### src/hdl/atilt_pkg.sv
// ----------------------------------------------------------------------------
// atilt_pkg - shared types and constants for the tilt angle block
// Word widths, sequencer states and the CORDIC arctangent table.
// ----------------------------------------------------------------------------
package atilt_pkg;

   localparam int AXIS_W    = 16;
   localparam int ALPHA_W   = 16;
   localparam int BETA_W    = 17;
   localparam int GUARD_W   = 8;
   localparam int VEC_W     = 27;             // CORDIC x/y datapath
   localparam int ANG_W     = 26;             // Q16 degree accumulator
   localparam int RND_W     = ANG_W - 8;      // Q8 angle before saturation
   localparam int PROD_W    = 44;             // gain product accumulator
   localparam int DIGIT_W   = 4;              // gain multiplier digit
   localparam int GAIN_W    = 16;
   localparam int NDIGITS   = GAIN_W / DIGIT_W;
   localparam int TABLE_LEN = 24;
   localparam int STEPS_DEF = 16;

   localparam logic [GAIN_W-1:0] GAIN_Q16  = 16'd39797;
   localparam logic [ANG_W-1:0]  ANG_P90   = 26'sd5898240;
   localparam logic [ANG_W-1:0]  ANG_M90   = -26'sd5898240;
   localparam logic signed [RND_W-1:0] ALPHA_LIM = 18'sd23040;
   localparam logic signed [RND_W-1:0] BETA_LIM  = 18'sd46080;

   localparam logic [1:0] MODE_XY     = 2'd0;
   localparam logic [1:0] MODE_X_ONLY = 2'd1;
   localparam logic [1:0] MODE_Y_ONLY = 2'd2;

   typedef enum logic [2:0] {
      ST_IDLE,
      ST_BETA,
      ST_YZ,
      ST_MUL,
      ST_ALPHA,
      ST_FINISH
   } state_type;

   // atan(2^-i) in degrees, Q16
   function automatic logic [ANG_W-1:0] atan_q16(input logic [4:0] idx);
      logic [ANG_W-1:0] v;
      unique case (idx)
         5'd0:  v = 26'd2949120;
         5'd1:  v = 26'd1740967;
         5'd2:  v = 26'd919879;
         5'd3:  v = 26'd466945;
         5'd4:  v = 26'd234379;
         5'd5:  v = 26'd117304;
         5'd6:  v = 26'd58666;
         5'd7:  v = 26'd29335;
         5'd8:  v = 26'd14668;
         5'd9:  v = 26'd7334;
         5'd10: v = 26'd3667;
         5'd11: v = 26'd1833;
         5'd12: v = 26'd917;
         5'd13: v = 26'd458;
         5'd14: v = 26'd229;
         5'd15: v = 26'd115;
         5'd16: v = 26'd57;
         5'd17: v = 26'd29;
         5'd18: v = 26'd14;
         5'd19: v = 26'd7;
         5'd20: v = 26'd4;
         5'd21: v = 26'd2;
         5'd22: v = 26'd1;
         default: v = '0;
      endcase
      return v;
   endfunction

   // Round Q16 to Q8 (floor of a+128) and clamp to +-lim
   function automatic logic signed [RND_W-1:0] round_sat(
      input logic signed [ANG_W-1:0] a,
      input logic signed [RND_W-1:0] lim);
      logic signed [ANG_W-1:0] s;
      logic signed [RND_W-1:0] r;
      s = a + ANG_W'(128);
      r = s[ANG_W-1:8];
      if (r > lim) begin
         r = lim;
      end else if (r < -lim) begin
         r = -lim;
      end
      return r;
   endfunction

endpackage

### src/hdl/accel_tilt_angles.sv
// ----------------------------------------------------------------------------
// accel_tilt_angles - accelerometer tilt angles by CORDIC
// Iterative vectoring CORDIC with a digit-serial gain multiplier.
// ----------------------------------------------------------------------------
// Usage:
//   req_ channel: one word per sample (accel_x/y/z signed Q8, double_click).
//   A set double_click advances the display mode (both, x only, y only).
//   rsp_ channel: tilt_alpha = atan2(x, sqrt(y^2+z^2)), tilt_beta =
//   atan2(y, x), signed Q8 degrees, plus show_alpha / show_beta flags.
//   One sample is in flight at a time. It takes 3*CORDIC_STEPS shared
//   CORDIC iterations (one per cycle: beta run, y/z magnitude run, alpha
//   run), a digit-serial gain multiply with 4-bit digits and a load of the
//   output register. req_ready rises again together with rsp_valid, when
//   the result is loaded into the output register.
//   The output register holds a result while rsp_ready is low; the next
//   sample may be accepted and computed meanwhile, and finishes into the
//   output register once the held word is taken.
//   Synchronous reset clears the sequencer, the output valid and sets the
//   display mode to both angles shown.
// ----------------------------------------------------------------------------
module accel_tilt_angles #(
   parameter int CORDIC_STEPS = atilt_pkg::STEPS_DEF
) (
   input  logic                                 clock,
   input  logic                                 reset,
   input  logic                                 req_valid,
   output logic                                 req_ready,
   input  logic signed [atilt_pkg::AXIS_W-1:0]  req_accel_x,
   input  logic signed [atilt_pkg::AXIS_W-1:0]  req_accel_y,
   input  logic signed [atilt_pkg::AXIS_W-1:0]  req_accel_z,
   input  logic                                 req_double_click,
   output logic                                 rsp_valid,
   input  logic                                 rsp_ready,
   output logic signed [atilt_pkg::ALPHA_W-1:0] rsp_tilt_alpha,
   output logic signed [atilt_pkg::BETA_W-1:0]  rsp_tilt_beta,
   output logic                                 rsp_show_alpha,
   output logic                                 rsp_show_beta
);
   import atilt_pkg::*;

   localparam int STEP_W = (CORDIC_STEPS > 1) ? $clog2(CORDIC_STEPS) : 1;
   localparam logic [STEP_W-1:0] LAST_STEP = STEP_W'(CORDIC_STEPS - 1);

   state_type state_ff, state_in;

   logic signed [AXIS_W-1:0]  ax_ff, ay_ff, az_ff;
   logic [1:0]                mode_ff, mode_in;
   logic signed [VEC_W-1:0]   cx_ff, cy_ff, cx_in, cy_in;
   logic signed [ANG_W-1:0]   ang_ff, ang_in;
   logic                      zero_ff, zero_in;
   logic [STEP_W-1:0]         step_ff;
   logic signed [VEC_W-1:0]   mag_ff;
   logic signed [PROD_W-1:0]  acc_ff, acc_in;
   logic [1:0]                dig_ff;
   logic signed [BETA_W-1:0]  beta_ff;
   logic signed [ALPHA_W-1:0] alpha_ff;
   logic                      rsp_valid_ff;
   logic signed [ALPHA_W-1:0] rsp_alpha_ff;
   logic signed [BETA_W-1:0]  rsp_beta_ff;
   logic                      rsp_sa_ff, rsp_sb_ff;

   logic                      accept, last_step, slot_free, load_run;
   logic signed [VEC_W-1:0]   ld_x, ld_y, xs, ys, r_mag;
   logic signed [ANG_W-1:0]   ld_ang, ang_fin;
   logic                      ld_zero;
   logic [DIGIT_W-1:0]        digit;
   logic signed [DIGIT_W+VEC_W:0] part;
   logic signed [PROD_W-1:0]  acc_rnd;
   logic signed [RND_W-1:0]   beta_r, alpha_r;

   assign accept    = req_valid && req_ready;
   assign req_ready = (state_ff == ST_IDLE);
   assign last_step = (step_ff == LAST_STEP);
   assign slot_free = !rsp_valid_ff || rsp_ready;

   // ---------------- next state ----------------
   always_comb begin
      state_in = state_ff;
      unique case (state_ff)
         ST_IDLE:   if (req_valid) state_in = ST_BETA;
         ST_BETA:   if (last_step) state_in = ST_YZ;
         ST_YZ:     if (last_step) state_in = ST_MUL;
         ST_MUL:    if (dig_ff == 2'(NDIGITS - 1)) state_in = ST_ALPHA;
         ST_ALPHA:  if (last_step) state_in = ST_FINISH;
         ST_FINISH: if (slot_free) state_in = ST_IDLE;
         default:   state_in = ST_IDLE;
      endcase
   end

   // ---------------- gain multiply, one digit a cycle ----------------
   always_comb begin
      logic [GAIN_W-1:0] gsh;
      logic signed [PROD_W-1:0] pext;
      gsh    = GAIN_Q16 >> {dig_ff, 2'b00};
      digit  = gsh[DIGIT_W-1:0];
      part   = mag_ff * $signed({1'b0, digit});
      pext   = PROD_W'(part);
      acc_in = acc_ff + (pext <<< {dig_ff, 2'b00});
      acc_rnd = acc_in + PROD_W'(32768);
      r_mag  = acc_rnd[VEC_W+15:16];
   end

   // ---------------- run operand select and pre-rotation ----------------
   always_comb begin
      logic signed [VEC_W-1:0] xv, yv;
      load_run = 1'b0;
      xv = '0;
      yv = '0;
      unique case (state_ff)
         ST_IDLE: begin
            load_run = accept;
            xv = VEC_W'($signed({req_accel_x, {GUARD_W{1'b0}}}));
            yv = VEC_W'($signed({req_accel_y, {GUARD_W{1'b0}}}));
         end
         ST_BETA: begin
            load_run = last_step;
            xv = VEC_W'($signed({ay_ff, {GUARD_W{1'b0}}}));
            yv = VEC_W'($signed({az_ff, {GUARD_W{1'b0}}}));
         end
         ST_MUL: begin
            load_run = (dig_ff == 2'(NDIGITS - 1));
            xv = r_mag;
            yv = VEC_W'($signed({ax_ff, {GUARD_W{1'b0}}}));
         end
         default: begin
            load_run = 1'b0;
         end
      endcase
      ld_zero = (xv == '0) && (yv == '0);
      if (xv < 0) begin
         if (yv >= 0) begin
            ld_x = yv;  ld_y = -xv; ld_ang = ANG_P90;
         end else begin
            ld_x = -yv; ld_y = xv;  ld_ang = ANG_M90;
         end
      end else begin
         ld_x = xv; ld_y = yv; ld_ang = '0;
      end
   end

   // ---------------- CORDIC iteration ----------------
   always_comb begin
      logic [ANG_W-1:0] at;
      xs = cx_ff >>> step_ff;
      ys = cy_ff >>> step_ff;
      at = atan_q16(5'(step_ff));
      if (cy_ff >= 0) begin
         cx_in  = cx_ff + ys;
         cy_in  = cy_ff - xs;
         ang_in = ang_ff + $signed(at);
      end else begin
         cx_in  = cx_ff - ys;
         cy_in  = cy_ff + xs;
         ang_in = ang_ff - $signed(at);
      end
      ang_fin = zero_ff ? '0 : ang_in;
      beta_r  = round_sat(ang_fin, BETA_LIM);
      alpha_r = round_sat(ang_fin, ALPHA_LIM);
      zero_in = zero_ff;
   end

   always_comb begin
      mode_in = mode_ff;
      if (accept && req_double_click) begin
         mode_in = (mode_ff >= MODE_Y_ONLY) ? MODE_XY : mode_ff + 2'd1;
      end
   end

   // ---------------- control registers ----------------
   always_ff @(posedge clock) begin
      if (reset) begin
         state_ff     <= ST_IDLE;
         mode_ff      <= MODE_XY;
         rsp_valid_ff <= 1'b0;
         step_ff      <= '0;
         dig_ff       <= '0;
      end else begin
         state_ff <= state_in;
         mode_ff  <= mode_in;
         if (load_run) begin
            step_ff <= '0;
         end else if (state_ff == ST_BETA || state_ff == ST_YZ ||
                      state_ff == ST_ALPHA) begin
            step_ff <= step_ff + STEP_W'(1);
         end
         if (state_ff == ST_MUL) begin
            dig_ff <= dig_ff + 2'd1;
         end else begin
            dig_ff <= '0;
         end
         if (state_ff == ST_FINISH && slot_free) begin
            rsp_valid_ff <= 1'b1;
         end else if (rsp_ready) begin
            rsp_valid_ff <= 1'b0;
         end
      end
   end

   // ---------------- datapath registers ----------------
   always_ff @(posedge clock) begin
      if (accept) begin
         ax_ff <= req_accel_x;
         ay_ff <= req_accel_y;
         az_ff <= req_accel_z;
      end
      if (load_run) begin
         cx_ff   <= ld_x;
         cy_ff   <= ld_y;
         ang_ff  <= ld_ang;
         zero_ff <= ld_zero;
      end else begin
         cx_ff   <= cx_in;
         cy_ff   <= cy_in;
         ang_ff  <= ang_in;
         zero_ff <= zero_in;
      end
      if (state_ff == ST_BETA && last_step) begin
         beta_ff <= beta_r[BETA_W-1:0];
      end
      if (state_ff == ST_YZ && last_step) begin
         mag_ff <= cx_in;
      end
      if (state_ff == ST_MUL) begin
         acc_ff <= acc_in;
      end else begin
         acc_ff <= '0;
      end
      if (state_ff == ST_ALPHA && last_step) begin
         alpha_ff <= alpha_r[ALPHA_W-1:0];
      end
      if (state_ff == ST_FINISH && slot_free) begin
         rsp_alpha_ff <= alpha_ff;
         rsp_beta_ff  <= beta_ff;
         rsp_sa_ff    <= (mode_ff == MODE_XY) || (mode_ff == MODE_X_ONLY);
         rsp_sb_ff    <= (mode_ff == MODE_XY) || (mode_ff == MODE_Y_ONLY);
      end
   end

   assign rsp_valid      = rsp_valid_ff;
   assign rsp_tilt_alpha = rsp_alpha_ff;
   assign rsp_tilt_beta  = rsp_beta_ff;
   assign rsp_show_alpha = rsp_sa_ff;
   assign rsp_show_beta  = rsp_sb_ff;

endmodule
### config.mk
export PLATFORM = sky130hd
export DESIGN_NAME = accel_tilt_angles
export DESIGN_NICKNAME = d
export VERILOG_FILES = /design/src/hdl/atilt_pkg.sv /design/src/hdl/accel_tilt_angles.sv
export SDC_FILE = /design/constraint.sdc
export NUM_CORES = 1
export LEC_CHECK = 0
export ABC_AREA = 1
export ABC_CLOCK_PERIOD_IN_PS = 9700
export BUFFER_PORTS_ARGS = -buffer_cell sky130_fd_sc_hd__buf_4
export CORE_UTILIZATION = 53
export CTS_CLUSTER_SIZE = 28
export DETAILED_ROUTE_END_ITERATION = 12
export PLACE_DENSITY = 0.78
export SLEW_MARGIN = 15
export SYNTH_ARGS = -nofsm -noshare
export SYNTH_HDL_FRONTEND = slang
export SYNTH_SLANG_ARGS = --single-unit
### constraint.sdc
create_clock -name clock -period 9.7 [get_ports clock]
set_input_delay 1.455 -clock clock [delete_from_list [all_inputs] [get_ports clock]]
set_output_delay 1.455 -clock clock [all_outputs]
set_load 0.02 [all_outputs]
==> results of run 1 <==
-- per-layer routing --
metal  global-route usage [%]  wire length [um]  vias to the layer above
met3                     3.71              5840                      162
met1                     41.3             37000                    12400
met4                     10.8              2960                        0
li1                         -                 -                    13800
met2                     49.9             37800                      983
met5                        0                 0                        -
-- metrics by stage --
stage               util, %  area, sq um  hold WS [ns]  setup slack, ns
floorplan                 -        28100         0.400             2.67
global placement       56.6        29300         0.403             1.52
detailed placement     56.6        29300         0.405             1.46
CTS                    58.9        30500         0.417             1.42
global route           58.9        30500         0.423            0.336
finish                 58.9        30500         0.417             1.28
-- critical path: cells and delay by family, from the launching register on --
family | cells | cell delay [ns]
AO/OA/AOI/OAI | 14 | 2.42
XOR/XNOR | 1 | 0.32
adder cells (fa/ha/maj) | 4 | 1.54
buffers and inverters | 7 | 1.18
flip-flops | 1 | 0.34
AND/OR/NAND/NOR | 19 | 2.48
-- where the power goes --
group / leakage (uW) / internal (uW) / total, uW / switching (uW)
sequential: 0.00262 / 1900 / 2140 / 242
combinational: 0.0121 / 3000 / 8940 / 5950
clock: 0.000578 / 816 / 1400 / 582
-- cell families (layout without fill, tap and decap cells) --
family                   count (synthesis)  in the layout  share of synthesized area (%)
AO/OA/AOI/OAI                          729            729                           14.6
XOR/XNOR                               188            188                           5.87
AND/OR/NAND/NOR                       2014           2014                           30.6
adder cells (fa/ha/maj)                232            232                           11.3
multiplexers                            23             23                          0.820
buffers and inverters                  746            810                           10.1
flip-flops                             301            301                           26.6
other                                    1              3                         0.0134
-- final cells by class --
| class | instances | area share [%] |
|---|---|---|
| clock buffer | 47 | 3.26 |
| clock inverter | 19 | 0.692 |
| inverter | 629 | 7.73 |
| multi-input combinational | 3189 | 58.3 |
| sequential | 301 | 24.5 |
| tap | 680 | 2.79 |
| timing repair buffer | 115 | 2.83 |
-- state kept, by name (all words and copies together) (netlist names), 4 cells and up, named ones only --
name / count
rsp_tilt_alpha: 16
rsp_tilt_beta: 17
alpha_ff: 16
mag_ff: 27
cx_ff: 27
ay_ff: 16
ax_ff: 16
acc_ff: 43
beta_ff: 17
az_ff: 16
cy_ff: 27
ang_ff: 26
step_ff: 4
-- cell usage in the layout, fill, tap and decap left out, types with 38 or more instances in the layout --
cell type and n:
edfxtp_1 144, nand2_2 38, ha_1 196, dfxtp_1 155, nor3_1 38, xnor2_1 63, inv_1 608, nand2_1 1197
nor2_1 369, o21ai_0 324, clkbuf_16 38, nand4_1 49, xor2_1 125, nand3_1 201, buf_4 115, a21oi_1 198
-- how the worst max path moves through the flow --
| stage | startpoint | endpoint | depth (start not counted) |
|---|---|---|---|
| final | dig_ff[1]$_SDFF_PP0_ | ang_ff[21]$_DFF_P_ | 45 |
| after global routing | dig_ff[0]$_SDFF_PP0_ | ang_ff[23]$_DFF_P_ | 44 |
| after CTS | dig_ff[0]$_SDFF_PP0_ | ang_ff[25]$_DFF_P_ | 46 |
| after detailed placement | dig_ff[0]$_SDFF_PP0_ | ang_ff[25]$_DFF_P_ | 45 |
| after global placement | dig_ff[0]$_SDFF_PP0_ | ang_ff[25]$_DFF_P_ | 42 |
| after floorplan | dig_ff[1]$_SDFF_PP0_ | cy_ff[24]$_DFF_P_ | 52 |
==> metrics.csv, run 1 <==
metric;value;unit
ant_nets;0;
start_util;54.2;%
diodes;0;
rows;83;
slew-limit-headroom;26.8;%
cts_num_sinks;301;
min-delay-start;beta_ff[14]$_SDFFCE_PP0P_;
slowest_stage;fa_1;
power.total;12500;uW
rr_worst_depth;45;
hold_class;flop to flop;
cts-htree-levels;2;
first_pass_iters;6;
pin_count;90;
clock_latency;0.56;ns
fin_skew;0.0134;ns
setup-tns-final;0;ns
yosys-top-cells-area;nand2_1, edfxtp_1, dfxtp_1;
clock.fmax;0.119;GHz
reg2reg_slack;1.28;ns
place.gp.congestion;1.05;
grt_setup_unrepaired;false;
drive_above_1_share;7.56;%
path_clk_slew;0.07;ns
die_y;232;um
r2r_end;ang_ff[21]$_DFF_P_;
dp.cells;4914;
status;finished, final reports clean;
cts_buffers;36;
syn_inst;4234;
irDropWorstVdd;267;uV
post_cts_buffers;0;
coreArea;51800;sq um
ys_seq_area_share;26.6;%
slew_viol_final;0;
dp.final_hpwl;67100;um
criticalPathCategory;flop to flop;
slowest_delay;0.50;ns
synth_top_flop_cell;dfxtp_1;
async_flop_share;0;%
ys_ff_latch;301;
wl_per_cell;16.8;um
syn-mean-instance-area;6.63;sq um
cts_tree;yes;
drt_iter0_drc;2297;
cts-hold-fix-buffers;0;
yosysTopAreaCellShare;16.0;%
regArea;7470;sq um
multi_input_area;17800;sq um
overflow;0;
nFillCells;4960;
vias;27300;
cts-root-buf;clkbuf_16;
min_path_cells;0;
yosys_warnings;0;
start_kind;flop;
grt_pass1_wl;130000;um
grt_util_all_layers;30.5;%
hold_viol_final;0;
drc_errors;0;
routed_wl;83600;um
drv_cap;0;
power_density;409;nW/um^2
die_w;232;um
synthTopCellsByCount;nand2_1, inv_1, nor2_1, o21ai_0, nand3_1;
area_delta_synth_final;8.83;%
p_leak;0.0153;uW
port_buffers;89;
antenna_found_initial;0;
yosysUniqueCellTypes;69;
cts_buffer_depth;3;
cts-resized-gates;0;
worst_slew_pin_slew;1.09;ns
fin_cells;4980;
setup-violations-final;0;
post_drt_via_cell_ratio;5.48;
reg2reg_from;dig_ff[1]$_SDFF_PP0_;
first_global_vias;24800;
endpoint_kind;flop;
min_to;rsp_tilt_beta[14]$_DFFE_PP_;
grt_max_degree;63;
arrival;8.89;ns
synth_top_area_cell;nand2_1;
fin_nets;4557;
crit_fanout;43;
synth.cell_area;28100;sq um
synth_enable_flop_cells;144;
path_common_cell;nand2_1;
synth_most_common_cell;nand2_1;
fin_crit_sh;86.8;%
required;10.17;ns
die_area;53900;sq um
period_needed;8.42;ns
Power figures use the tool's default switching activity.
==> run 2: changes to the inputs <==
BUFFER_PORTS_ARGS = default   (was -buffer_cell sky130_fd_sc_hd__buf_4)
DONT_BUFFER_PORTS = 1   (was default)
PLACE_DENSITY = 0.76   (was 0.78)
SKIP_LAST_GASP = 1   (was default)
==> metrics.csv, run 2 (same netlist as run 1, synthesis figures left out) <==
metric;value;unit;change
area_delta_synth_final;6.48;%;was 8.83%
hold_viol_final;0;;unchanged
setup-violations-final;0;;unchanged
dp.final_hpwl;66700;um;was 67100 um
cts_buffers;37;;was 36
die_w;232;um;unchanged
endpoint_kind;flop;;unchanged
post_drt_via_cell_ratio;5.53;;was 5.48
drv_cap;0;;unchanged
diodes;0;;unchanged
regMostFlops;acc_ff;;unchanged
ant_nets;0;;unchanged
slowest_delay;0.60;ns;was 0.50 ns
first_pass_iters;6;;unchanged
wl_per_cell;17.0;um;was 16.8 um
path_common_cell;nand2_1;;unchanged
period_needed;8.65;ns;was 8.42 ns
clock.fmax;0.116;GHz;was 0.119 GHz
routed_wl;83300;um;was 83600 um
status;finished, final reports clean;;unchanged
start_kind;flop;;unchanged
critPathBufInv;7;;unchanged
drc_errors;0;;unchanged
crit_fanout;21;;was 43
die_y;232;um;unchanged
cts_tree;yes;;unchanged
overflow;0;;unchanged
slew-limit-headroom;29.8;%;was 26.8%
hold_class;flop to flop;;unchanged
drt_iter0_drc;2621;;was 2297
grt_util_all_layers;30.5;%;about the same
antenna_found_initial;2;;was 0
reg2reg_from;dig_ff[1]$_SDFF_PP0_;;unchanged
required;10.17;ns;about the same
cts-root-buf;clkbuf_16;;unchanged
start_util;54.2;%;unchanged
arrival;9.12;ns;was 8.89 ns
grt_pass1_wl;130000;um;about the same
holdWs;0.414;ns;was 0.417 ns
setup-tns-final;0;ns;unchanged
layout_common_cells;nand2_1, inv_1, nor2_1;;unchanged
path_clk_slew;0.06;ns;was 0.07 ns
place.gp.congestion;0.994;;was 1.05
min-delay-start;alpha_ff[13]$_SDFFCE_PP0P_;;was beta_ff[14]$_SDFFCE_PP0P_
r2r_end;ang_ff[20]$_DFF_P_;;was ang_ff[21]$_DFF_P_
rr_worst_depth;46;;was 45
min_path_cells;0;;unchanged
reg2reg_slack;1.05;ns;was 1.28 ns
rows;83;;unchanged
cts_num_sinks;301;;unchanged
fin_nets;4470;;was 4557
final_common_cell;nand2_1;;unchanged
largest_register_ffs;43;;unchanged
die_area;53900;sq um;unchanged
drive_above_1_share;5.72;%;was 7.56%
grt_setup_unrepaired;false;;unchanged
port_buffers;0;;was 89
criticalPathCategory;flop to flop;;unchanged
grt_max_degree;88;;was 63
pin_count;90;;unchanged
worst_slew_pin_slew;1.05;ns;was 1.09 ns
cts-resized-gates;0;;unchanged
cts_buffer_depth;3;;unchanged
first_global_vias;24300;;was 24800
coreArea;51800;sq um;unchanged
vias;27100;;was 27300
min_to;rsp_tilt_alpha[13]$_DFFE_PP_;;was rsp_tilt_beta[14]$_DFFE_PP_
clock_latency;0.56;ns;about the same
path_delay_family;simple AND/OR/NAND/NOR gates;;unchanged
slowest_stage;ha_1;;was fa_1
fin_skew;0.0211;ns;was 0.0134 ns
cts-htree-levels;2;;unchanged
cts-hold-fix-buffers;0;;unchanged
post_cts_buffers;0;;unchanged
fin_crit_sh;89.2;%;was 86.8%
slew_viol_final;0;;unchanged
## run 2: per-stage QoR
step	cell area [sq um]	std cells	worst slack, ns	util (%)
finish	29900	4893	1.05	57.7
global route	29900	4893	0.185	57.7
CTS	29900	4893	1.00	57.7
detailed placement	28700	4826	1.05	55.3
global placement	28700	4826	1.21	55.3
floorplan	28100	4236	2.67	-
## run 2: final cells by class
| cell class | count | area, sq um |
|---|---|---|
| clock buffers | 47 | 1000 |
| clock inverters | 20 | 199 |
| well taps | 680 | 851 |
| repair buffers | 27 | 206 |
| inverters | 629 | 2360 |
| multi-input cells | 3189 | 17800 |
| flip-flops and latches | 301 | 7470 |
| fillers | 4946 | 21900 |
## run 2: how the worst max path moves through the flow
stage / cells past startpoint / from / to / slack [ns]
floorplan: 52 / dig_ff[1]$_SDFF_PP0_ / cy_ff[24]$_DFF_P_ / 2.67
global placement: 45 / dig_ff[1]$_SDFF_PP0_ / ang_ff[23]$_DFF_P_ / 1.21
detailed placement: 47 / dig_ff[1]$_SDFF_PP0_ / ang_ff[21]$_DFF_P_ / 1.05
CTS: 47 / dig_ff[1]$_SDFF_PP0_ / ang_ff[21]$_DFF_P_ / 1.00
global route: 47 / dig_ff[1]$_SDFF_PP0_ / ang_ff[21]$_DFF_P_ / 0.19
finish: 46 / dig_ff[1]$_SDFF_PP0_ / ang_ff[20]$_DFF_P_ / 1.05
## run 2: per-layer routing
metal	share of wire, %	GRT usage (%)
met5	0	0
met4	3.3	10.6
met3	7.2	3.68
met2	45	48.7
met1	45	42.2
Power of run 2 is left out: the tool's default activity adds up to more than one toggle a clock period on the data nets, which glitch-free logic cannot reach.
